$ cat src/hw/rtl/grnf_pkg.sv
// shared types and constants of the grid rook neighbour finder
package grnf_pkg;

    // fixed field widths
    localparam int IDX_W      = 17;
    localparam int CFG_W      = 9;
    localparam int VAL_W      = 16;
    localparam int NBR_W      = 18;
    localparam int DIR_W      = 2;
    localparam int NUM_DIRS   = 4;
    localparam int PROD_W     = 2 * CFG_W;
    localparam int DIV_STEPS  = IDX_W;

    // stream widths, data padded to whole bytes
    localparam int IN_TDATA_W  = 40;
    localparam int OUT_TDATA_W = 24;
    localparam int OUT_TUSER_W = 2;

    // command queue between front and back, depth must be a power of two
    localparam int QUEUE_DEPTH = 2;
    localparam int QUEUE_PTR_W = $clog2(QUEUE_DEPTH);
    localparam int QUEUE_CNT_W = $clog2(QUEUE_DEPTH + 1);

    // input function codes
    localparam logic FUNC_WRITE = 1'b0;
    localparam logic FUNC_QUERY = 1'b1;

    // command kinds
    localparam logic [1:0] CMD_WRITE = 2'd0;
    localparam logic [1:0] CMD_QUERY = 2'd1;
    localparam logic [1:0] CMD_QERR  = 2'd2;

    // configuration register indexes
    localparam logic [1:0] REG_ROW_COUNT    = 2'd0;
    localparam logic [1:0] REG_COLUMN_COUNT = 2'd1;
    localparam logic [1:0] REG_BACKGROUND   = 2'd2;

    // one classified item; on writes nbr[0] holds the cell address
    typedef struct packed {
        logic [1:0]                      kind;
        logic [VAL_W-1:0]                value;
        logic [NUM_DIRS-1:0]             mask;
        logic [NUM_DIRS-1:0][NBR_W-1:0]  nbr;
    } t_cmd;

    typedef struct packed {
        logic [IDX_W-1:0] neighbour_index;
        logic [DIR_W-1:0] direction;
        logic             found;
        logic             index_error;
        logic             last;
    } t_result;

endpackage

$ cat src/hw/rtl/grnf_queue.sv
// short command queue between front and back
module grnf_queue (
    input  logic            i_clk,
    input  logic            i_rst_n,
    input  logic            i_push,
    input  grnf_pkg::t_cmd  i_data,
    output logic            o_full,
    input  logic            i_pop,
    output logic            o_head_valid,
    output grnf_pkg::t_cmd  o_head
);

    grnf_pkg::t_cmd                      r_mem [grnf_pkg::QUEUE_DEPTH];
    logic [grnf_pkg::QUEUE_PTR_W-1:0]    r_wr_ptr;
    logic [grnf_pkg::QUEUE_PTR_W-1:0]    r_rd_ptr;
    logic [grnf_pkg::QUEUE_CNT_W-1:0]    r_count;
    logic [grnf_pkg::QUEUE_CNT_W-1:0]    n_count;

    always_comb begin
        n_count = r_count;
        if (i_push && !i_pop) begin
            n_count = r_count + 1'b1;
        end else if (!i_push && i_pop) begin
            n_count = r_count - 1'b1;
        end
    end

    always_ff @(posedge i_clk) begin
        if (!i_rst_n) begin
            r_wr_ptr <= '0;
            r_rd_ptr <= '0;
            r_count  <= '0;
        end else begin
            if (i_push) begin
                r_wr_ptr <= r_wr_ptr + 1'b1;
            end
            if (i_pop) begin
                r_rd_ptr <= r_rd_ptr + 1'b1;
            end
            r_count <= n_count;
        end
    end

    always_ff @(posedge i_clk) begin
        if (i_push) begin
            r_mem[r_wr_ptr] <= i_data;
        end
    end

    assign o_full       = (r_count == grnf_pkg::QUEUE_CNT_W'(grnf_pkg::QUEUE_DEPTH));
    assign o_head_valid = (r_count != '0);
    assign o_head       = r_mem[r_rd_ptr];

`ifndef NO_ASSERTIONS
    a_no_overflow: assert property (@(posedge i_clk) disable iff (!i_rst_n)
        o_full |-> !(i_push && !i_pop))
        else $error("push into full queue");

    a_no_underflow: assert property (@(posedge i_clk) disable iff (!i_rst_n)
        i_pop |-> (r_count != '0))
        else $error("pop from empty queue");
`endif

endmodule

$ cat config.mk
export PLATFORM = sky130hd
export DESIGN_NAME = grnf_queue
export DESIGN_NICKNAME = d
export VERILOG_FILES = /design/src/hw/rtl/grnf_pkg.sv /design/src/hw/rtl/grnf_queue.sv
export SDC_FILE = /design/constraint.sdc
export NUM_CORES = 1
export LEC_CHECK = 0
export ABC_CLOCK_PERIOD_IN_PS = 6400
export BUFFER_PORTS_ARGS = -buffer_cell sky130_fd_sc_hd__buf_2
export CORE_MARGIN = 2
export CORE_UTILIZATION = 40
export CTS_BUF_LIST = sky130_fd_sc_hd__clkbuf_8
export CTS_CLUSTER_SIZE = 14
export DETAILED_ROUTE_END_ITERATION = 8
export HOLD_SLACK_MARGIN = 0.03
export SETUP_SLACK_MARGIN = 0.1
export SLEW_MARGIN = 5
export SYNTH_ARGS = -nofsm -noshare
export SYNTH_HDL_FRONTEND = slang
export SYNTH_SLANG_ARGS = --single-unit
export TNS_END_PERCENT = 5
$ cat constraint.sdc
create_clock -name i_clk -period 6.4 [get_ports i_clk]
set_input_delay 0.96 -clock i_clk [delete_from_list [all_inputs] [get_ports i_clk]]
set_output_delay 0.96 -clock i_clk [all_outputs]
set_load 0.005 [all_outputs]
==> metrics, run 1 <==
clk slew on worst S/H paths 0.09 ns; largest net degree at the start of global routing 52; post-route clock skew 0.01111 ns; crit path kind reg2out; final hold violation count 0; row cnt 48; I/O pins 194; Pleak 3.184 nW; Area Growth Syn to Fin 22.19%; CP Cell Sequence buf_4 > mux2_2 > buf_2; Die Height 136.4 µm; multiplexer share of the synthesized area 15.09%; Setup Fix Bufs, Post-CTS 0; Die W 136.4 µm; Final Slew Violations 0; Max clock buf depth 2; TritonRoute pass-1 iters 4; Yosys warnings 0; hold_buf cts 0; Num CTS Buffers 17; Final setup violation count 0; Root Buffer clkbuf_8; Synth top area share 80.50%; biggest area consumer among synthesized cells edfxtp_1; post_cts resized 0; count leader, synth edfxtp_1; clock insertion delay at the later pin of the skew report 0.45 ns; Area contributors post-synth edfxtp_1 80%, mux2_2 15%, dfxtp_1 1.4%; DR WL/cell 17.08 µm; H-tree depth 4; Design Power 2.439 mW; Period Utilization, post-route 53.08%; Reg2Reg Depth 2; WL final 12960 µm; DP HPWL 8587 µm; largest family of logic cells by synthesized area multiplexers; max_cap viols 0; IO buf count 193; Tightest Pin Transition 0.7096 ns; startpoint types flip-flop; synthesized net count 413; CP max stage cell dfxtp_4; Critical Path Max Stage Delay 0.75 ns; pwr dens 284.6 nW/µm²; FFs w/ async S/R, synth 0%; Slew headroom 52.69%; vias in the first global route 3783; post-route setup TNS 0 ns; top cells by count, synth 188 x edfxtp_1, 94 x mux2_2, 6 x buf_6; number of synthesized flops with an enable pin 188; CTS Sinks 193; CP Capture Type output pin; CP max FO 49; Starting Density 40.69%; DRC viols 0; unrepaired setup endpoints after global routing no; r2r setup slk 4.30 ns; Die Area 18610 µm²; Avg Cell Area, Syn 22.33 µm²; synthesized area 7013 µm²; status completed; Synth Instances 314; Routed Antenna Nets 0; Core Region 17240 µm²; Final GP Congestion 0.7275; Critical R2R Launch r_wr_ptr; GR Util All Layers 13.97%; CP required 5.44 ns; Synth Area in Simple Gates 0.8029%; register area share after synthesis 81.93%; Post-synth top flop edfxtp_1; min Tclk post-route 3.397 ns; Synth Area in XOR/XNOR 0.3747%; Synth Area in Compound Gates 0.2855%; crit path capture o_head[23]; via count 3535; layout cells sized above 1 60.41%; Cell variety after synth 17; Initial DRC Count 140; initial antenna violation count 1; CTS tree yes; # nets final 619; Fmax 294.4 MHz; remaining global-route overflow 0; Max IR drop VDD 0.0001245 V; Worst Hold Class reg2reg; adder-cell share of the synthesized area 0.1784%; first-pass GRT wire length 19230 µm; Seq cells post-synth 193; RR Endpoint r_mem[1][59]; WP data arrival 2.44 ns; via density per instance 4.657
registers in the layout, indices dropped and copies added, names as in the netlist, named ones only:
register  cells
r_count       2
r_mem       188
r_rd_ptr      1
r_wr_ptr      1
kinds of logic (layout without fill, tap and decap cells):
| kind of cell | count (synthesis) | count (layout) |
|---|---|---|
| xor gates and xnor gates | 3 | 3 |
| and+or+nand+nor | 9 | 9 |
| buffers and inverters | 11 | 230 |
| AOI/OAI and AO/OA | 3 | 3 |
| other | 0 | 1 |
| DFF | 193 | 193 |
| adders and majority gates | 1 | 1 |
| muxes | 94 | 94 |
where the power goes:
part,switching [mW],internal [mW],leakage (nW)
Combinational,0.111,0.130,1.20
Sequential,0.0269,1.46,1.81
Clock,0.408,0.304,0.181
cell usage in the layout, fill, tap and decap left out, drive strengths merged:
cell	instances
dfxtp	5
clkbuf	17
clkinv	10
or2	1
buf	197
mux2	94
o21ai	1
and2	4
ha	1
bufinv	1
or3	1
edfxtp	188
inv	4
xor2	2
clkinvlp	1
xnor2	1
o21a	1
a21boi	1
nor2b	3
diode	1
cell type report:
type | instances | area [µm²]
Inverter | 1 | 3.754
Multi-Input combinational cell | 110 | 1184
Timing Repair Buffer | 197 | 996.0
Tap cell | 225 | 281.5
Fill cell | 1483 | 8667
Clock buffer | 17 | 234.0
Clock inverter | 15 | 118.9
Antenna cell | 1 | 2.502
Sequential cell | 193 | 5749
metrics by stage:
step	instance area, µm²	setup WS [ns]	util (%)	hold slack (ns)	std cells
after detailed placement	8214	3.418	47.66	0.4980	726
after CTS	8567	2.906	49.70	0.5151	758
final	8569	3.003	49.72	0.5110	759
after floorplan	7013	0.7540	-	0.4606	314
after global routing	8567	2.832	49.70	0.5460	758
after global placement	8214	3.452	47.66	0.4753	726
per-layer routing:
layer | wire length, µm | share of wire [%] | global-route usage (%) | up-vias
met5 | 0 | 0 | 0 | -
met4 | 237 | 1.8 | 5.903 | 0
met3 | 1010 | 7.8 | 5.369 | 21
met2 | 6563 | 51 | 23.67 | 127
met1 | 5153 | 40 | 15.79 | 1734
li1 | - | - | - | 1653
worst min path at each step:
stage	from	endpoint	cells past startpoint
2_1_floorplan	r_count[1]	r_count[1]	2
3_3_place_gp	r_count[1]	r_count[1]	2
3_5_place_dp	r_count[1]	r_count[1]	2
4_1_cts	r_count[1]	r_count[1]	2
5_1_grt	r_count[1]	r_count[1]	2
6_report	r_count[1]	r_count[1]	2
critical path, delay by kind of cell (launching register included):
family	cells	cell delay (ns)
multiplexers	1	0.43
flip-flops	1	0.75
buffers and inverters	2	0.78
(Power assumes the default switching activity.)
==> run 2, diff against run 1 <==
Settings changed: ABC_CLOCK_PERIOD_IN_PS 6400 to 3200.
Clock period 6.4 ns to 3.2 ns, I/O delays scaled along.
==> metrics, run 2 (synthesized netlist as in run 1, its figures left out) <==
most frequent cells in the layout 193 x buf_2, 188 x edfxtp_1, 94 x mux2_2; Core Region 17240 µm² (unchanged); GR Util All Layers 14.13% (+0.16 points); Tightest Pin Transition 0.5730 ns (-0.1366 ns); Fmax 390.1 MHz; Die W 136.4 µm (unchanged); CP Capture Type output pin; DP HPWL 8572 µm (-0.18%); Starting Density 40.69% (unchanged); pwr dens 571.0 nW/µm² (+100%); H-tree depth 4 (unchanged); CTS tree yes; Final Slew Violations 0 (unchanged); Routed Antenna Nets 0 (unchanged); CP max FO 58 (+18%); CTS Sinks 193 (unchanged); Area Growth Syn to Fin 22.89%; startpoint types flip-flop; DRC viols 0 (unchanged); IO buf count 193 (unchanged); Die Height 136.4 µm (unchanged); vias in the first global route 3733 (-1.3%); Setup Fix Bufs, Post-CTS 0 (unchanged); max reg flops 188 (unchanged); diode count 0 (-1); Num CTS Buffers 17 (unchanged); status completed; DR WL/cell 17.14 µm (+0.32%); Final setup violation count 0 (unchanged); Max IR drop VDD 0.0002739 V (+120%); max_cap viols 0 (unchanged); CP required 2.72 ns (-2.72 ns); initial antenna violation count 0 (-1); Fillers 1471 (-0.81%); most common cell after layout, fill and taps aside buf_2; TritonRoute pass-1 iters 4 (unchanged); # nets final 621 (+0.32%); I/O pins 194 (unchanged); Most flops, register r_mem; WL final 13020 µm (+0.46%); Post-Route Utilization 50.00% (+0.28 points); Pleak 3.221 nW (+1.1%); row cnt 48 (unchanged); clk slew on worst S/H paths 0.09 ns (about the same); hold_buf cts 0 (unchanged); post_cts resized 0 (unchanged); post-route setup TNS 0 ns (unchanged); crit path kind reg2out; first-pass GRT wire length 19200 µm (-0.15%); unrepaired setup endpoints after global routing no; Period Utilization, post-route 80.11%; final hold violation count 0 (unchanged); Initial DRC Count 142 (+1.4%); Max clock buf depth 2 (unchanged); Final GP Congestion 0.7081 (-2.7%); Die Area 18610 µm² (unchanged); layout cells sized above 1 60.37% (about the same); min Tclk post-route 2.563 ns; clock insertion delay at the later pin of the skew report 0.46 ns (about the same); WP data arrival 2.08 ns (-0.36 ns); Root Buffer clkbuf_8; largest net degree at the start of global routing 72 (+38%); Worst Hold Class in2reg; largest registers r_mem: 188 flops, r_count: 2 flops; via density per instance 4.732 (+1.6%); post-route clock skew 0.008607 ns (-0.002501 ns); remaining global-route overflow 0 (unchanged); Slew headroom 61.80% (+9.1 points); via count 3596 (+1.7%)
## run 2: path summary, 6_finish.rpt
path	depth (start not counted)	slack [ns]	to	startpoint
hold reg to reg	2	0.53	r_count[1]	r_count[1]
setup / recovery	3	0.64	o_head[58]	flip-flop
setup reg to reg	2	1.46	r_mem[1][10]	r_wr_ptr
hold / removal	1	0.21	r_mem[0][92]	i_data[92]
## run 2: metrics by stage
step	area (µm²)	hold WS (ns)	cells	total power [mW]	setup slack [ns]
6_report	8618	0.2068	760	4.921	0.6366
5_1_grt	8618	0.1698	760	5.135	0.4916
4_1_cts	8618	0.1717	760	4.992	0.5466
3_5_place_dp	8254	0.5094	728	3.535	1.060
3_3_place_gp	8254	0.4738	728	3.516	1.101
2_1_floorplan	7020	0.4606	314	3.281	0.09077
## run 2: layout make-up
cell class,instances,area (µm²),area share (%)
Inverter,1,3.754,0.04355
Sequential cell,193,5749,66.71
Timing Repair Buffer,199,1036,12.02
Clock buffer,17,234.0,2.715
Clock inverter,15,130.1,1.510
Tap cell,225,281.5,3.267
Multi-Input combinational cell,110,1184,13.73
## run 2: where the power goes
part	switching, mW	internal (mW)
registers	0.0493	2.92
logic	0.233	0.268
clock network	0.779	0.675
total	1.06	3.86
## run 2: metal layers
layer  global-route usage [%]  wire length [µm]  vias to the layer above  share of wire [%]
met3                    5.034              1057                       20                8.1
li1                         -                 -                     1655                  -
met1                    17.06              5490                     1780                 42
met2                    23.09              6209                      141                 48
met5                        0                 0                        -                  0
met4                    5.845               264                        0                2.0
## run 2: worst max-delay path: stages, from the launching register on
cell and delay (ns):
dfxtp_4 0.70, buf_12 0.37, mux2_2 0.40, buf_2 0.13
