## src/hw/rtl/grnf_pkg.sv

```systemverilog
// shared types and constants of the grid rook neighbour finder
package grnf_pkg;

    // fixed field widths
    localparam int IDX_W      = 17;
    localparam int CFG_W      = 9;
    localparam int VAL_W      = 16;
    localparam int NBR_W      = 18;
    localparam int DIR_W      = 2;
    localparam int NUM_DIRS   = 4;
    localparam int PROD_W     = 2 * CFG_W;
    localparam int DIV_STEPS  = IDX_W;

    // stream widths, data padded to whole bytes
    localparam int IN_TDATA_W  = 40;
    localparam int OUT_TDATA_W = 24;
    localparam int OUT_TUSER_W = 2;

    // command queue between front and back, depth must be a power of two
    localparam int QUEUE_DEPTH = 2;
    localparam int QUEUE_PTR_W = $clog2(QUEUE_DEPTH);
    localparam int QUEUE_CNT_W = $clog2(QUEUE_DEPTH + 1);

    // input function codes
    localparam logic FUNC_WRITE = 1'b0;
    localparam logic FUNC_QUERY = 1'b1;

    // command kinds
    localparam logic [1:0] CMD_WRITE = 2'd0;
    localparam logic [1:0] CMD_QUERY = 2'd1;
    localparam logic [1:0] CMD_QERR  = 2'd2;

    // configuration register indexes
    localparam logic [1:0] REG_ROW_COUNT    = 2'd0;
    localparam logic [1:0] REG_COLUMN_COUNT = 2'd1;
    localparam logic [1:0] REG_BACKGROUND   = 2'd2;

    // one classified item; on writes nbr[0] holds the cell address
    typedef struct packed {
        logic [1:0]                      kind;
        logic [VAL_W-1:0]                value;
        logic [NUM_DIRS-1:0]             mask;
        logic [NUM_DIRS-1:0][NBR_W-1:0]  nbr;
    } t_cmd;

    typedef struct packed {
        logic [IDX_W-1:0] neighbour_index;
        logic [DIR_W-1:0] direction;
        logic             found;
        logic             index_error;
        logic             last;
    } t_result;

endpackage

```

## src/hw/rtl/grnf_front.sv

```systemverilog
// front end: accepts items, range checks them, splits query index into row and column
module grnf_front #(
    parameter int MAX_ROWS    = 256,
    parameter int MAX_COLUMNS = 256
) (
    input  logic                        i_clk,
    input  logic                        i_rst_n,
    input  logic                        i_valid,
    output logic                        o_ready,
    input  logic                        i_func,
    input  logic [grnf_pkg::IDX_W-1:0]  i_cell_index,
    input  logic [grnf_pkg::VAL_W-1:0]  i_cell_value,
    input  logic [grnf_pkg::CFG_W-1:0]  i_row_count,
    input  logic [grnf_pkg::CFG_W-1:0]  i_column_count,
    output logic                        o_push,
    output grnf_pkg::t_cmd              o_cmd,
    input  logic                        i_full
);

    localparam logic [2:0] F_IDLE  = 3'd0;
    localparam logic [2:0] F_MUL   = 3'd1;
    localparam logic [2:0] F_CHECK = 3'd2;
    localparam logic [2:0] F_DIV   = 3'd3;
    localparam logic [2:0] F_NBR   = 3'd4;
    localparam logic [2:0] F_PUSH  = 3'd5;

    localparam int CNT_W = $clog2(grnf_pkg::DIV_STEPS);
    localparam logic [CNT_W-1:0] LAST_STEP = CNT_W'(grnf_pkg::DIV_STEPS - 1);

    logic [2:0]                     r_state;
    logic [2:0]                     n_state;
    logic                           r_func;
    logic [grnf_pkg::IDX_W-1:0]     r_idx;
    logic [grnf_pkg::VAL_W-1:0]     r_value;
    logic [grnf_pkg::CFG_W-1:0]     r_rows;
    logic [grnf_pkg::CFG_W-1:0]     r_cols;
    logic [grnf_pkg::PROD_W-1:0]    r_total;
    logic [grnf_pkg::IDX_W-1:0]     r_p;
    logic [grnf_pkg::IDX_W-1:0]     r_dq;
    logic [grnf_pkg::CFG_W-1:0]     r_rem;
    logic [CNT_W-1:0]               r_cnt;
    grnf_pkg::t_cmd                 r_cmd;

    logic [grnf_pkg::CFG_W-1:0]     rows_eff;
    logic [grnf_pkg::CFG_W-1:0]     cols_eff;
    logic                           in_range;
    logic [grnf_pkg::CFG_W:0]       trial;
    logic                           q_bit;
    logic [grnf_pkg::CFG_W-1:0]     rem_next;
    logic [grnf_pkg::NBR_W-1:0]     p_ext;
    logic [grnf_pkg::NBR_W-1:0]     rows_ext;

    // saturate geometry into 1..max
    always_comb begin
        if (i_row_count == '0) begin
            rows_eff = grnf_pkg::CFG_W'(1);
        end else if (32'(i_row_count) > MAX_ROWS) begin
            rows_eff = grnf_pkg::CFG_W'(MAX_ROWS);
        end else begin
            rows_eff = i_row_count;
        end
        if (i_column_count == '0) begin
            cols_eff = grnf_pkg::CFG_W'(1);
        end else if (32'(i_column_count) > MAX_COLUMNS) begin
            cols_eff = grnf_pkg::CFG_W'(MAX_COLUMNS);
        end else begin
            cols_eff = i_column_count;
        end
    end

    assign in_range = (r_idx != '0) && (grnf_pkg::PROD_W'(r_idx) <= r_total);

    // restoring divide step, one quotient bit per cycle
    assign trial = {r_rem, r_dq[grnf_pkg::IDX_W-1]};
    always_comb begin
        if (trial >= {1'b0, r_rows}) begin
            q_bit    = 1'b1;
            rem_next = grnf_pkg::CFG_W'(trial - {1'b0, r_rows});
        end else begin
            q_bit    = 1'b0;
            rem_next = trial[grnf_pkg::CFG_W-1:0];
        end
    end

    assign p_ext    = grnf_pkg::NBR_W'(r_p);
    assign rows_ext = grnf_pkg::NBR_W'(r_rows);

    always_comb begin
        n_state = r_state;
        unique case (r_state)
            F_IDLE: begin
                if (i_valid) begin
                    n_state = F_MUL;
                end
            end
            F_MUL: begin
                n_state = F_CHECK;
            end
            F_CHECK: begin
                if (!in_range) begin
                    n_state = (r_func == grnf_pkg::FUNC_QUERY) ? F_PUSH : F_IDLE;
                end else begin
                    n_state = (r_func == grnf_pkg::FUNC_QUERY) ? F_DIV : F_PUSH;
                end
            end
            F_DIV: begin
                if (r_cnt == LAST_STEP) begin
                    n_state = F_NBR;
                end
            end
            F_NBR: begin
                n_state = F_PUSH;
            end
            F_PUSH: begin
                if (!i_full) begin
                    n_state = F_IDLE;
                end
            end
            default: begin
                n_state = F_IDLE;
            end
        endcase
    end

    always_ff @(posedge i_clk) begin
        if (!i_rst_n) begin
            r_state <= F_IDLE;
        end else begin
            r_state <= n_state;
        end
    end

    always_ff @(posedge i_clk) begin
        unique case (r_state)
            F_IDLE: begin
                if (i_valid) begin
                    r_func  <= i_func;
                    r_idx   <= i_cell_index;
                    r_value <= i_cell_value;
                    r_rows  <= rows_eff;
                    r_cols  <= cols_eff;
                end
            end
            F_MUL: begin
                r_total <= grnf_pkg::PROD_W'(r_rows) * grnf_pkg::PROD_W'(r_cols);
                r_p     <= r_idx - 1'b1;
                r_dq    <= r_idx - 1'b1;
                r_rem   <= '0;
                r_cnt   <= '0;
            end
            F_CHECK: begin
                r_cmd.kind   <= in_range ? grnf_pkg::CMD_WRITE : grnf_pkg::CMD_QERR;
                r_cmd.value  <= r_value;
                r_cmd.mask   <= '0;
                r_cmd.nbr[0] <= p_ext;
            end
            F_DIV: begin
                r_rem <= rem_next;
                r_dq  <= {r_dq[grnf_pkg::IDX_W-2:0], q_bit};
                r_cnt <= r_cnt + 1'b1;
            end
            F_NBR: begin
                // row is the remainder, column the quotient
                r_cmd.kind    <= grnf_pkg::CMD_QUERY;
                r_cmd.mask[0] <= (r_rem != '0);
                r_cmd.mask[1] <= ((grnf_pkg::CFG_W + 1)'(r_rem) + 1'b1) <
                                 (grnf_pkg::CFG_W + 1)'(r_rows);
                r_cmd.mask[2] <= (r_dq != '0);
                r_cmd.mask[3] <= (grnf_pkg::NBR_W'(r_dq) + 1'b1) < grnf_pkg::NBR_W'(r_cols);
                r_cmd.nbr[0]  <= p_ext - 1'b1;
                r_cmd.nbr[1]  <= p_ext + 1'b1;
                r_cmd.nbr[2]  <= p_ext - rows_ext;
                r_cmd.nbr[3]  <= p_ext + rows_ext;
            end
            F_PUSH: begin
            end
            default: begin
            end
        endcase
    end

    assign o_ready = (r_state == F_IDLE);
    assign o_push  = (r_state == F_PUSH) && !i_full;
    assign o_cmd   = r_cmd;

endmodule

```

## config.mk

```make
export PLATFORM = sky130hd
export DESIGN_NAME = grnf_front
export DESIGN_NICKNAME = d
export VERILOG_FILES = /design/src/hw/rtl/grnf_pkg.sv /design/src/hw/rtl/grnf_front.sv
export SDC_FILE = /design/constraint.sdc
export NUM_CORES = 1
export LEC_CHECK = 0
export BUFFER_PORTS_ARGS = -buffer_cell sky130_fd_sc_hd__buf_2
export CAP_MARGIN = 20
export CELL_PAD_IN_SITES_DETAIL_PLACEMENT = 1
export CELL_PAD_IN_SITES_GLOBAL_PLACEMENT = 1
export CORE_ASPECT_RATIO = 0.75
export CORE_UTILIZATION = 40
export DETAILED_ROUTE_END_ITERATION = 8
export PLACE_DENSITY = 0.76
export SLEW_MARGIN = 25
export SYNTH_ARGS = -nofsm -noshare
export SYNTH_HDL_FRONTEND = slang
export SYNTH_SLANG_ARGS = --single-unit
```

## constraint.sdc

```tcl
create_clock -name i_clk -period 7.8 [get_ports i_clk]
set_input_delay 0.39 -clock i_clk [delete_from_list [all_inputs] [get_ports i_clk]]
set_output_delay 0.39 -clock i_clk [all_outputs]
set_load 0.03 [all_outputs]
```

==> impl_metrics.ini, run 1 <==
[route]
detailroute.via_count = 9467
detail_route.first_pass.iterations = 5
drt_drc_violations_left = 0
routed_wirelength_um = 36500
wl_per_cell_um = 20.5
postRouteAntennaNets = 0
drt_iter0_markers = 691
drt-vias-per-instance = 5.30

[worst_setup_path]
reg2regPathDepth = 15
worst-path-buf-inv = 3
critPathArrivalTime_ns = 5.73
slowest_delay_ns = 0.62
cp_common_cell = fa_1
crit_path_cell_trace = inv_1, nor2_1, fa_1, fa_1, fa_1, inv_1, fa_1, inv_1, ha_1, and2_1, and3_1, a2111oi_0, o21ai_0, a21oi_1, xnor2_1
worstSetupStartpointType = flop
path_delay_family = adder cells
endpoint_kind = flop
rr_startpoint = r_rows[1]$_SDFFCE_PP0P_
maximum_fanout_along_the_worst_path = 10
worst_ep_required_time_ns = 8.07
ff2ff_setup_slack_ns = 2.35
path_class = flop to flop
timing.critical_path.slowest_stage_cell = a2111oi_0
rr_endpoint = r_total[17]$_DFFE_PP_

[die]
row_count = 57
die_height_um = 161
die_w_um = 213
die-area_um2 = 34300
boundary_pin_count = 152
initial_core_util_pct = 41.0
core_area_um2 = 32700

[clocking]
cts_num_sinks = 214
post_cts_resized = 0
cts-root-to-sink-buffers = 3
numCtsBuffers = 24
cts.clk_slew.worst_paths_ns = 0.06
cts_hold_buffers = 0
clockRootBuffer = clkbuf_16
number_of_levels_the_h_tree_was_split_into = 1
count_of_buffers_added_by_post_cts_timing_repair_for_setup = 0
cts_tree = yes
clock_insertion_delay_worst_skew_ns = 0.55

[global_routing]
grt_pass1_wl_um = 57400
grt_antenna_before_repair = 0
first_global_vias = 10080
grt.total_usage_pct = 22.0
grt_start_max_net_pins = 62
grt-ovfl-total = 0

[timing]
tightest_slew_ns = 0.820
clock-skew-final_ns = 0.0303
grt_setup_unrepaired = no
tcrit_tclk_final_pct = 69.9
report.final.slew_viol_count = 0
setup_tns_ns = 0
finalHoldViolCount = 0
maxClockFrequency_mhz = 183
layout_min_cycle_time_ns = 5.45
setup-violations-final = 0
timing.max_slew.rel_slack_pct = 45.3

[logic_synthesis]
ys_seq_elements = 214
yosys.cell_types.count = 70
synth_nets = 1402
synth_top_cell_area_share_pct = 47.3
yosys.area.top_type = edfxtp_1
synth.top_cells.by_area = edfxtp_1, ha_1, fa_1
yosysWarnings = 0
postSynth.topFlopCell = edfxtp_1
post_synth_instance_area_um2 = 13400
post_syn_instances = 1180
mean_cell_area_of_the_mapped_netlist_um2 = 11.4
synth_enable_flop_cells = 211
synth_seq_area_share_pct = 47.7
async_reset_ff_share_pct = 0

[cells_and_area]
area_growth_syn_to_layout_pct = 14.4
final_design_area_no_fill_um2 = 15300
most_common_cell_after_layout_fill_and_taps_aside = edfxtp_1
fillers = 3595
antenna_cells_inserted = 0
highest_count_cells_in_the_layout_ignoring_fill_and_taps = edfxtp_1, buf_2, inv_1
final_net_count = 1552
final_cells = 1787
drive_gt1_share_pct = 16.4

[job]
max_cap_viol_count = 0

[power_and_ir_drop]
worst_ir_drop_vdd_mv = 0.339
power_density_nw_per_um2 = 381
p_leak_nw = 6.42

[min_path]
holdCritStartpoint = i_cell_value[12]
worstHoldPathCells = 1
hold_path.class = primary input to flop
worst_hold_path.endpoint = r_value[12]$_DFFE_PP_

[place]
dpl-instance-area_um2 = 14600
finalWeightedCongestion = 0.923
dp.final_hpwl_um = 28600
port_buffers = 151
number_of_cells_in_the_design_after_placement = 1746

[run_status]
run_status = finished clean
## synth_stat cells, types with 4 or more instances
cell type,count
ha_1,113
mux2_2,14
o21a_1,7
nor4_1,12
a21boi_0,4
and2_1,28
nand2_1,75
xor2_1,45
inv_1,145
nor2_1,91
or2_2,5
o21ai_0,22
o31ai_1,5
nor2b_1,11
a21o_1,10
and3_1,10
nand2b_1,10
nand3_1,38
a22o_1,7
edfxtp_1,211
or3_1,6
fa_1,53
a211oi_1,7
a21oi_1,40
nor3_1,28
o21bai_1,6
xnor2_1,61
nand4_1,15
clkbuf_1,21
buf_1,5
a31oi_1,8
or4_1,7
## cells by family (layout without fill, tap and decap cells)
group / Yosys count / in the layout / synth area share [%]
buffers and inverters: 181 / 346 / 5.22
flip-flops: 214 / 214 / 47.7
XOR/XNOR: 106 / 106 / 6.92
adder cells (fa/ha/maj): 166 / 166 / 18.5
AO/OA/AOI/OAI: 141 / 141 / 6.95
AND/OR/NAND/NOR: 357 / 357 / 13.5
multiplexers: 15 / 15 / 1.25
## layer usage
layer / part of all wire, % / routed length (um) / track usage [%]
met1: 46 / 17000 / 31.1
met2: 47 / 17100 / 35.6
met3: 5.3 / 1950 / 3.64
met4: 1.6 / 579 / 4.45
met5: 0 / 0 / 0
## final cells by class
cell class | count | area (um^2) | share of cell area [%]
multi-input cells | 785 | 6330 | 41.3
clock buffers | 32 | 631 | 4.11
clock inverters | 9 | 76.3 | 0.497
inverters | 148 | 556 | 3.62
flip-flops and latches | 214 | 6400 | 41.7
well taps | 442 | 553 | 3.60
repair buffers | 157 | 801 | 5.22
## how the worst max path moves through the flow
| stage | to | start | slack [ns] | depth (start not counted) |
|---|---|---|---|---|
| floorplan | r_total[17]$_DFFE_PP_ | r_rows[1]$_SDFFCE_PP0P_ | 2.98 | 15 |
| global placement | r_total[17]$_DFFE_PP_ | r_rows[1]$_SDFFCE_PP0P_ | 2.49 | 15 |
| detailed placement | r_total[17]$_DFFE_PP_ | r_rows[1]$_SDFFCE_PP0P_ | 2.43 | 15 |
| CTS | r_total[17]$_DFFE_PP_ | r_rows[1]$_SDFFCE_PP0P_ | 2.37 | 15 |
| global route | r_total[17]$_DFFE_PP_ | r_rows[1]$_SDFFCE_PP0P_ | 2.06 | 15 |
| finish | r_total[17]$_DFFE_PP_ | r_rows[1]$_SDFFCE_PP0P_ | 2.35 | 15 |
## power by group
part / total [mW] / leakage, nW / switching (mW) / internal (mW)
clock network: 1.05 / 0.336 / 0.458 / 0.597
logic: 2.84 / 4.09 / 1.74 / 1.10
registers: 1.94 / 1.99 / 0.253 / 1.69
total: 5.84 / 6.42 / 2.45 / 3.39
## through the flow
| step | total power, mW | hold slack, ns | worst slack [ns] | util [%] |
|---|---|---|---|---|
| final | 5.84 | 0.0228 | 2.35 | 47.0 |
| after global routing | 6.33 | 0.000935 | 2.06 | 47.0 |
| after CTS | 5.90 | 0.000261 | 2.37 | 47.0 |
| after detailed placement | 4.81 | 0.406 | 2.43 | 44.8 |
| after global placement | 4.67 | 0.400 | 2.49 | 44.8 |
| after floorplan | 3.93 | 0.400 | 2.98 | - |
## registers in the layout, indices dropped and copies added (netlist names)
name	cells
o_cmd	93
r_cnt	5
r_cols	9
r_dq	17
r_func	1
r_idx	17
r_p	17
r_rem	9
r_rows	9
r_state	3
r_total	18
r_value	16
Note: power is estimated with default switching activity, not from simulation.
==> inputs of run 2 (changes only) <==
--- a/config.mk
+++ b/config.mk
@@ -5,6 +5,7 @@
 export SDC_FILE = /design/constraint.sdc
 export NUM_CORES = 1
 export LEC_CHECK = 0
+export ABC_AREA = 1
 export BUFFER_PORTS_ARGS = -buffer_cell sky130_fd_sc_hd__buf_2
 export CAP_MARGIN = 20
 export CELL_PAD_IN_SITES_DETAIL_PLACEMENT = 1
@@ -12,7 +13,7 @@
 export CORE_ASPECT_RATIO = 0.75
 export CORE_UTILIZATION = 40
 export DETAILED_ROUTE_END_ITERATION = 8
-export PLACE_DENSITY = 0.76
+export PLACE_DENSITY = 0.78
 export SLEW_MARGIN = 25
 export SYNTH_ARGS = -nofsm -noshare
 export SYNTH_HDL_FRONTEND = slang
==> constraint.sdc (replaced) <==
create_clock -name i_clk -period 5.37 [get_ports i_clk]
set_input_delay 0.2685 -clock i_clk [delete_from_list [all_inputs] [get_ports i_clk]]
set_output_delay 0.2685 -clock i_clk [all_outputs]
set_load 0.03 [all_outputs]
==> run 2 against run 1 <==
  * Global-route usage up 1.8 points
  * Via count up 17%
  * Count of clock-buffer cells in the layout is 5 lower
  * Clock skew decreased by 0.0040 ns
  * Wire length up 15%
  * Combinational power increased by 70%
  * First-iteration DRC count decreased by 12%
  * Sequential share of layout area fell by 3.1 points
  * Sequential power increased by 49%
  * Critical path type unchanged
  * Largest power group unchanged
==> impl_metrics.ini, run 2 <==
[run_status]
run_status = finished clean

[place]
dpl-instance-area_um2 = 15400
finalWeightedCongestion = 0.902
port_buffers = 151
dp.final_hpwl_um = 32400

[cells_and_area]
drive_gt1_share_pct = 12.8
fillers = 4042
most_common_cell_after_layout_fill_and_taps_aside = nand2_1
final_net_count = 1910
antenna_cells_inserted = 0
highest_count_cells_in_the_layout_ignoring_fill_and_taps = nand2_1, inv_1, edfxtp_1
final_design_area_no_fill_um2 = 16600
largest_register_ffs = 93
area_growth_syn_to_layout_pct = 17.2
finish.utilization_pct = 47.6

[route]
drt_drc_violations_left = 0
postRouteAntennaNets = 0
met2_length_um = 20500
drt-vias-per-instance = 5.10
wl_met3_um = 2140
drt_iter0_markers = 605
highest_layer = met4
detailroute.via_count = 11031
detail_route.first_pass.iterations = 5
routed_wirelength_um = 41900
detail_route.wirelength.met1_um = 18200
wl_per_cell_um = 19.4

[min_path]
holdCritStartpoint = i_column_count[2]
worst_hold_path.endpoint = r_cols[2]$_SDFFCE_PP0P_
worstHoldPathCells = 3
hold_path.class = primary input to flop

[worst_setup_path]
path_delay_family = adder cells
critPathArrivalTime_ns = 4.95
path_class = flop to flop
rr_startpoint = r_rows[2]$_SDFFCE_PP0P_
worst_ep_required_time_ns = 5.66
timing.critical_path.slowest_stage_cell = edfxtp_1
ff2ff_setup_slack_ns = 0.71
worstSetupStartpointType = flop
endpoint_kind = flop
worst-path-buf-inv = 3
maximum_fanout_along_the_worst_path = 11
crit_path_cell_trace = nand2_1, fa_1, fa_1, inv_1, fa_1, inv_1, fa_1, inv_1, ha_1, a21oi_1, o21ai_0, nand2_1, nand3_1, a21o_1, nand2_1, nand2_1
reg2regPathDepth = 16
slowest_delay_ns = 0.63
rr_endpoint = r_total[17]$_DFFE_PP_

[power_and_ir_drop]
p_leak_nw = 8.03
worst_ir_drop_vdd_mv = 0.315
power_density_nw_per_um2 = 573
total_chip_power_mw = 9.49

[logic_synthesis]
mean_cell_area_of_the_mapped_netlist_um2 = 9.38
yosysWarnings = 0
yosys.area.top_type = edfxtp_1
synth_nets = 1729
post_synth_instance_area_um2 = 14100
synth_top_cell_area_share_pct = 44.8
yosys.cell_types.count = 45
synth_seq_area_share_pct = 45.3
postSynth.topFlopCell = edfxtp_1
synth_enable_flop_cells = 211
synth.top_cells.by_area = edfxtp_1, ha_1, nand2_1
post_syn_instances = 1507
async_reset_ff_share_pct = 0
yosysMostFrequentCell = nand2_1
ys_seq_elements = 214
synth_commonest_cells = nand2_1, inv_1, edfxtp_1

[clocking]
number_of_levels_the_h_tree_was_split_into = 1
clockRootBuffer = clkbuf_16
cts.clk_slew.worst_paths_ns = 0.06
clock_insertion_delay_worst_skew_ns = 0.56
numCtsBuffers = 24
cts_num_sinks = 214
cts_tree = yes
post_cts_resized = 0
cts-root-to-sink-buffers = 3

[die]
initial_core_util_pct = 40.7
die_height_um = 165
die_w_um = 219
core_area_um2 = 34800
row_count = 59
boundary_pin_count = 152
die-area_um2 = 36100

[timing]
maxClockFrequency_mhz = 215
setup-violations-final = 0
finalHoldViolCount = 0
setup_tns_ns = 0
clock-skew-final_ns = 0.0263
layout_min_cycle_time_ns = 4.66
tightest_slew_ns = 0.894
report.final.slew_viol_count = 0
grt_setup_unrepaired = no
timing.max_slew.rel_slack_pct = 40.4
tcrit_tclk_final_pct = 86.7

[global_routing]
grt_start_max_net_pins = 53
grt_antenna_before_repair = 1
grt.total_usage_pct = 23.8
grt-ovfl-total = 0
first_global_vias = 11845
grt_pass1_wl_um = 65300

[job]
max_cap_viol_count = 0
==> run 2: how the worst max path moves through the flow <==
stage                                        from                 endpoint  slack (ns)  depth (start not counted)
after floorplan           r_state[0]$_SDFFE_PN0P_  r_cols[0]$_SDFFCE_PN1P_        0.74                          3
after global placement    r_cols[7]$_SDFFCE_PP0P_    r_total[17]$_DFFE_PP_        0.88                         16
after detailed placement  r_cols[8]$_SDFFCE_PN0P_    r_total[17]$_DFFE_PP_        0.74                         16
after CTS                 r_cols[6]$_SDFFCE_PP0P_    r_total[17]$_DFFE_PP_        0.70                         16
after global routing      r_cols[8]$_SDFFCE_PN0P_    r_total[15]$_DFFE_PP_        0.45                         16
final                     r_rows[2]$_SDFFCE_PP0P_    r_total[17]$_DFFE_PP_        0.71                         16
==> run 2: final cells by class <==
cell class              count  area (um^2)  area share [%]
inverters                 299         1120            6.77
multi-input cells         954         6470            39.0
clock buffers              27          612            3.69
well taps                 457          572            3.45
clock inverters            17          218            1.31
repair buffers            195         1180            7.11
flip-flops and latches    214         6400            38.6
==> run 2: kinds of logic (layout without fill, tap and decap cells) <==
kind of cell | after synthesis | after routing | synth area share, %
flops | 214 | 214 | 45.3
compound gates | 124 | 124 | 4.86
xor+xnor | 95 | 95 | 5.89
simple gates | 569 | 569 | 17.4
buf+inv | 339 | 538 | 9.10
fa+ha+maj | 166 | 166 | 17.5
==> run 2: worst register-to-register path: cells and delay by family, from the launching register on <==
family	cells	cell delay, ns
flip-flops	1	0.63
AND/OR/NAND/NOR	5	0.49
AO/OA/AOI/OAI	3	0.50
adder cells (fa/ha/maj)	5	2.57
buffers and inverters	3	0.19
==> run 2: stage by stage <==
| step | setup slack, ns | hold slack (ns) | cells |
|---|---|---|---|
| after floorplan | 0.736 | 0.367 | 1507 |
| after global placement | 0.877 | 0.400 | 2082 |
| after detailed placement | 0.743 | 0.405 | 2082 |
| after CTS | 0.697 | 0.00123 | 2163 |
| after global routing | 0.451 | 0.0262 | 2163 |
| final | 0.714 | 0.0274 | 2163 |
==> run 2: report_power, final <==
part           switching [mW]  internal, mW  leakage (nW)
registers               0.372          2.53          1.99
logic                    3.16          1.67          5.63
clock network           0.703          1.06         0.404
==> run 2: routing by layer <==
| metal | up-vias | track usage (%) |
|---|---|---|
| met1 | 5485 | 30.8 |
| met5 | - | 0 |
| met2 | 291 | 41.6 |
| met4 | 0 | 7.23 |
| li1 | 5190 | - |
| met3 | 65 | 3.09 |
==> run 2: repair_timing <==
| action | CTS | global route |
|---|---|---|
| buffers inserted | 0 | 0 |
| hold buffers | 37 | 0 |
| hold endpoints to repair | 39 | 0 |
==> inputs of run 3 (changes only) <==
--- a/config.mk
+++ b/config.mk
@@ -14,6 +14,7 @@
 export CORE_UTILIZATION = 40
 export DETAILED_ROUTE_END_ITERATION = 8
 export PLACE_DENSITY = 0.78
+export RECOVER_POWER = 25
 export SLEW_MARGIN = 25
 export SYNTH_ARGS = -nofsm -noshare
 export SYNTH_HDL_FRONTEND = slang
==> run 3 against run 2 <==
  * The flow now finishes with violations (max-capacitance violations, max-slew violations)
  * Non-clock buffer count unchanged
  * Critical path depth unchanged
  * Clock power hardly changed
  * Sequential power barely moved
  * Design area shrank 0.57%
  * Largest power group unchanged
  * Core utilization shrank 0.27 points
  * Clock skew increased by 0.0020 ns
  * Final cell count did not move
  * Worst setup slack improved by 0.0072 ns
  * Register-to-register slack barely moved
  * Sequential cell count is the same
==> impl_metrics.ini, run 3 (synthesized netlist as in run 2, its figures left out) <==
[run_status]
run_status = finished with violations
failed_checks = max-capacitance violations, max-slew violations

[timing]
tcrit_tclk_final_pct = 86.6
maxClockFrequency_mhz = 215
report.final.slew_viol_count = 15
timing.final.ws_setup_ns = 0.721
finalHoldViolCount = 0
timing.max_slew.rel_slack_pct = -17.7
grt_setup_unrepaired = no
tightest_slew_ns = 1.76
hold_slack_ns = 0.0271
setup_tns_ns = 0
layout_min_cycle_time_ns = 4.65
setup-violations-final = 0
clock-skew-final_ns = 0.0282

[power_and_ir_drop]
switching_share_pct = 44.6
p_int_mw = 5.24
pwr-share-clk_pct = 18.6
worst_ir_drop_vdd_mv = 0.319
p_leak_nw = 7.85
power_density_nw_per_um2 = 575
sequentialPowerShare_pct = 30.7
power.share.combinational_pct = 50.7
switching_component_of_the_power_mw = 4.23
total_chip_power_mw = 9.47

[place]
dp.final_hpwl_um = 32400
finalWeightedCongestion = 0.902
port_buffers = 151
setup_slack_after_placement_ns = 0.743
dpl-instance-area_um2 = 15400

[global_routing]
grt-ovfl-total = 0
first_global_vias = 11845
grt_pass1_wl_um = 65300
grt_start_max_net_pins = 53
grt_antenna_before_repair = 1
grt.total_usage_pct = 23.8

[min_path]
hold_path.class = primary input to flop
worstHoldPathCells = 3

[cells_and_area]
most_common_cell_after_layout_fill_and_taps_aside = nand2_1
largest_register_ffs = 93
final_net_count = 1910
antenna_cells_inserted = 0
area_growth_syn_to_layout_pct = 16.5
final_design_area_no_fill_um2 = 16500
highest_count_cells_in_the_layout_ignoring_fill_and_taps = nand2_1, inv_1, edfxtp_1
drive_gt1_share_pct = 9.14

[die]
die_w_um = 219
die_height_um = 165
row_count = 59
boundary_pin_count = 152
core_area_um2 = 34800
initial_core_util_pct = 40.7
die-area_um2 = 36100

[route]
routed_wirelength_um = 41800
drt_drc_violations_left = 0
detail_route.first_pass.iterations = 5
postRouteAntennaNets = 0
wl_per_cell_um = 19.3
detailroute.via_count = 10985
drt_iter0_markers = 669
drt-vias-per-instance = 5.08

[clocking]
cts-root-to-sink-buffers = 3
count_of_buffers_added_by_post_cts_timing_repair_for_setup = 0
numCtsBuffers = 24
clockRootBuffer = clkbuf_16
cts.clk_slew.worst_paths_ns = 0.06
number_of_levels_the_h_tree_was_split_into = 1
post_cts_resized = 0
cts_tree = yes
cts_num_sinks = 214
clock_insertion_delay_worst_skew_ns = 0.56

[worst_setup_path]
worstSetupStartpointType = flop
worst_ep_required_time_ns = 5.66
reg2regPathDepth = 16
path_class = flop to flop
critPathArrivalTime_ns = 4.94
maximum_fanout_along_the_worst_path = 11
endpoint_kind = flop

[job]
max_cap_viol_count = 1
[run 3: cell types whose count changed in the layout (fill, tap and decap cells not counted), sizes merged]
cell    previous run  this run
clkbuf            27        88
buf              158        97
[run 3: area by class of cell]
cell class              count  area (um^2)
repair buffers            195         1100
fillers                  4061        18300
clock inverters            17          218
well taps                 457          572
clock buffers              27          612
inverters                 299         1120
multi-input cells         954         6450
flip-flops and latches    214         6400
[run 3: path summary, 6_finish.rpt]
| kind | slack, ns | from | end |
|---|---|---|---|
| setup / recovery | 0.72 | r_rows[2]$_SDFFCE_PP0P_ | r_total[17]$_DFFE_PP_ |
| hold / removal | 0.03 | i_column_count[2] | r_cols[2]$_SDFFCE_PP0P_ |
| setup reg to reg | 0.72 | r_rows[2]$_SDFFCE_PP0P_ | r_total[17]$_DFFE_PP_ |
| hold reg to reg | 0.40 | r_value[14]$_DFFE_PP_ | o_cmd[90]$_DFFE_PP_ |
[run 3: per-stage QoR]
stage	util, %	cells
final	47.4	2163
after floorplan	-	1507
after detailed placement	44.2	2082
after CTS	47.6	2163
after global placement	44.2	2082
after global routing	47.4	2163
[run 3: critical path, stage by stage (launching register included)]
cell and delay, ns:
edfxtp_1 0.62, nand2_1 0.14, fa_1 0.52, fa_1 0.58, inv_1 0.08, fa_1 0.58
inv_1 0.07, fa_1 0.53, inv_1 0.04, ha_1 0.35, a21oi_1 0.16, o21ai_0 0.12
nand2_1 0.08, nand3_1 0.17, a21o_1 0.22, nand2_1 0.05, nand2_1 0.05
[run 3: power by group through the flow]
stage	Clock [mW]	Combinational, mW	Sequential [mW]
6_report	1.76	4.80	2.90
5_1_grt	1.85	5.45	2.95
4_1_cts	1.78	4.88	2.90
3_5_place_dp	0	4.81	2.93
3_3_place_gp	0	4.58	2.90
2_1_floorplan	0	3.26	2.92
[run 3: metal layers]
layer / part of all wire (%) / GRT usage (%)
met5: 0 / 0
met4: 2.9 / 7.23
met3: 4.4 / 3.09
met2: 49 / 41.6
met1: 44 / 30.8
[run 3: timing repair]
item                                    4_1_cts  5_1_grt
hold buffers                                 37        0
hold endpoints to repair                     39        0
endpoints found under the setup margin        0        0
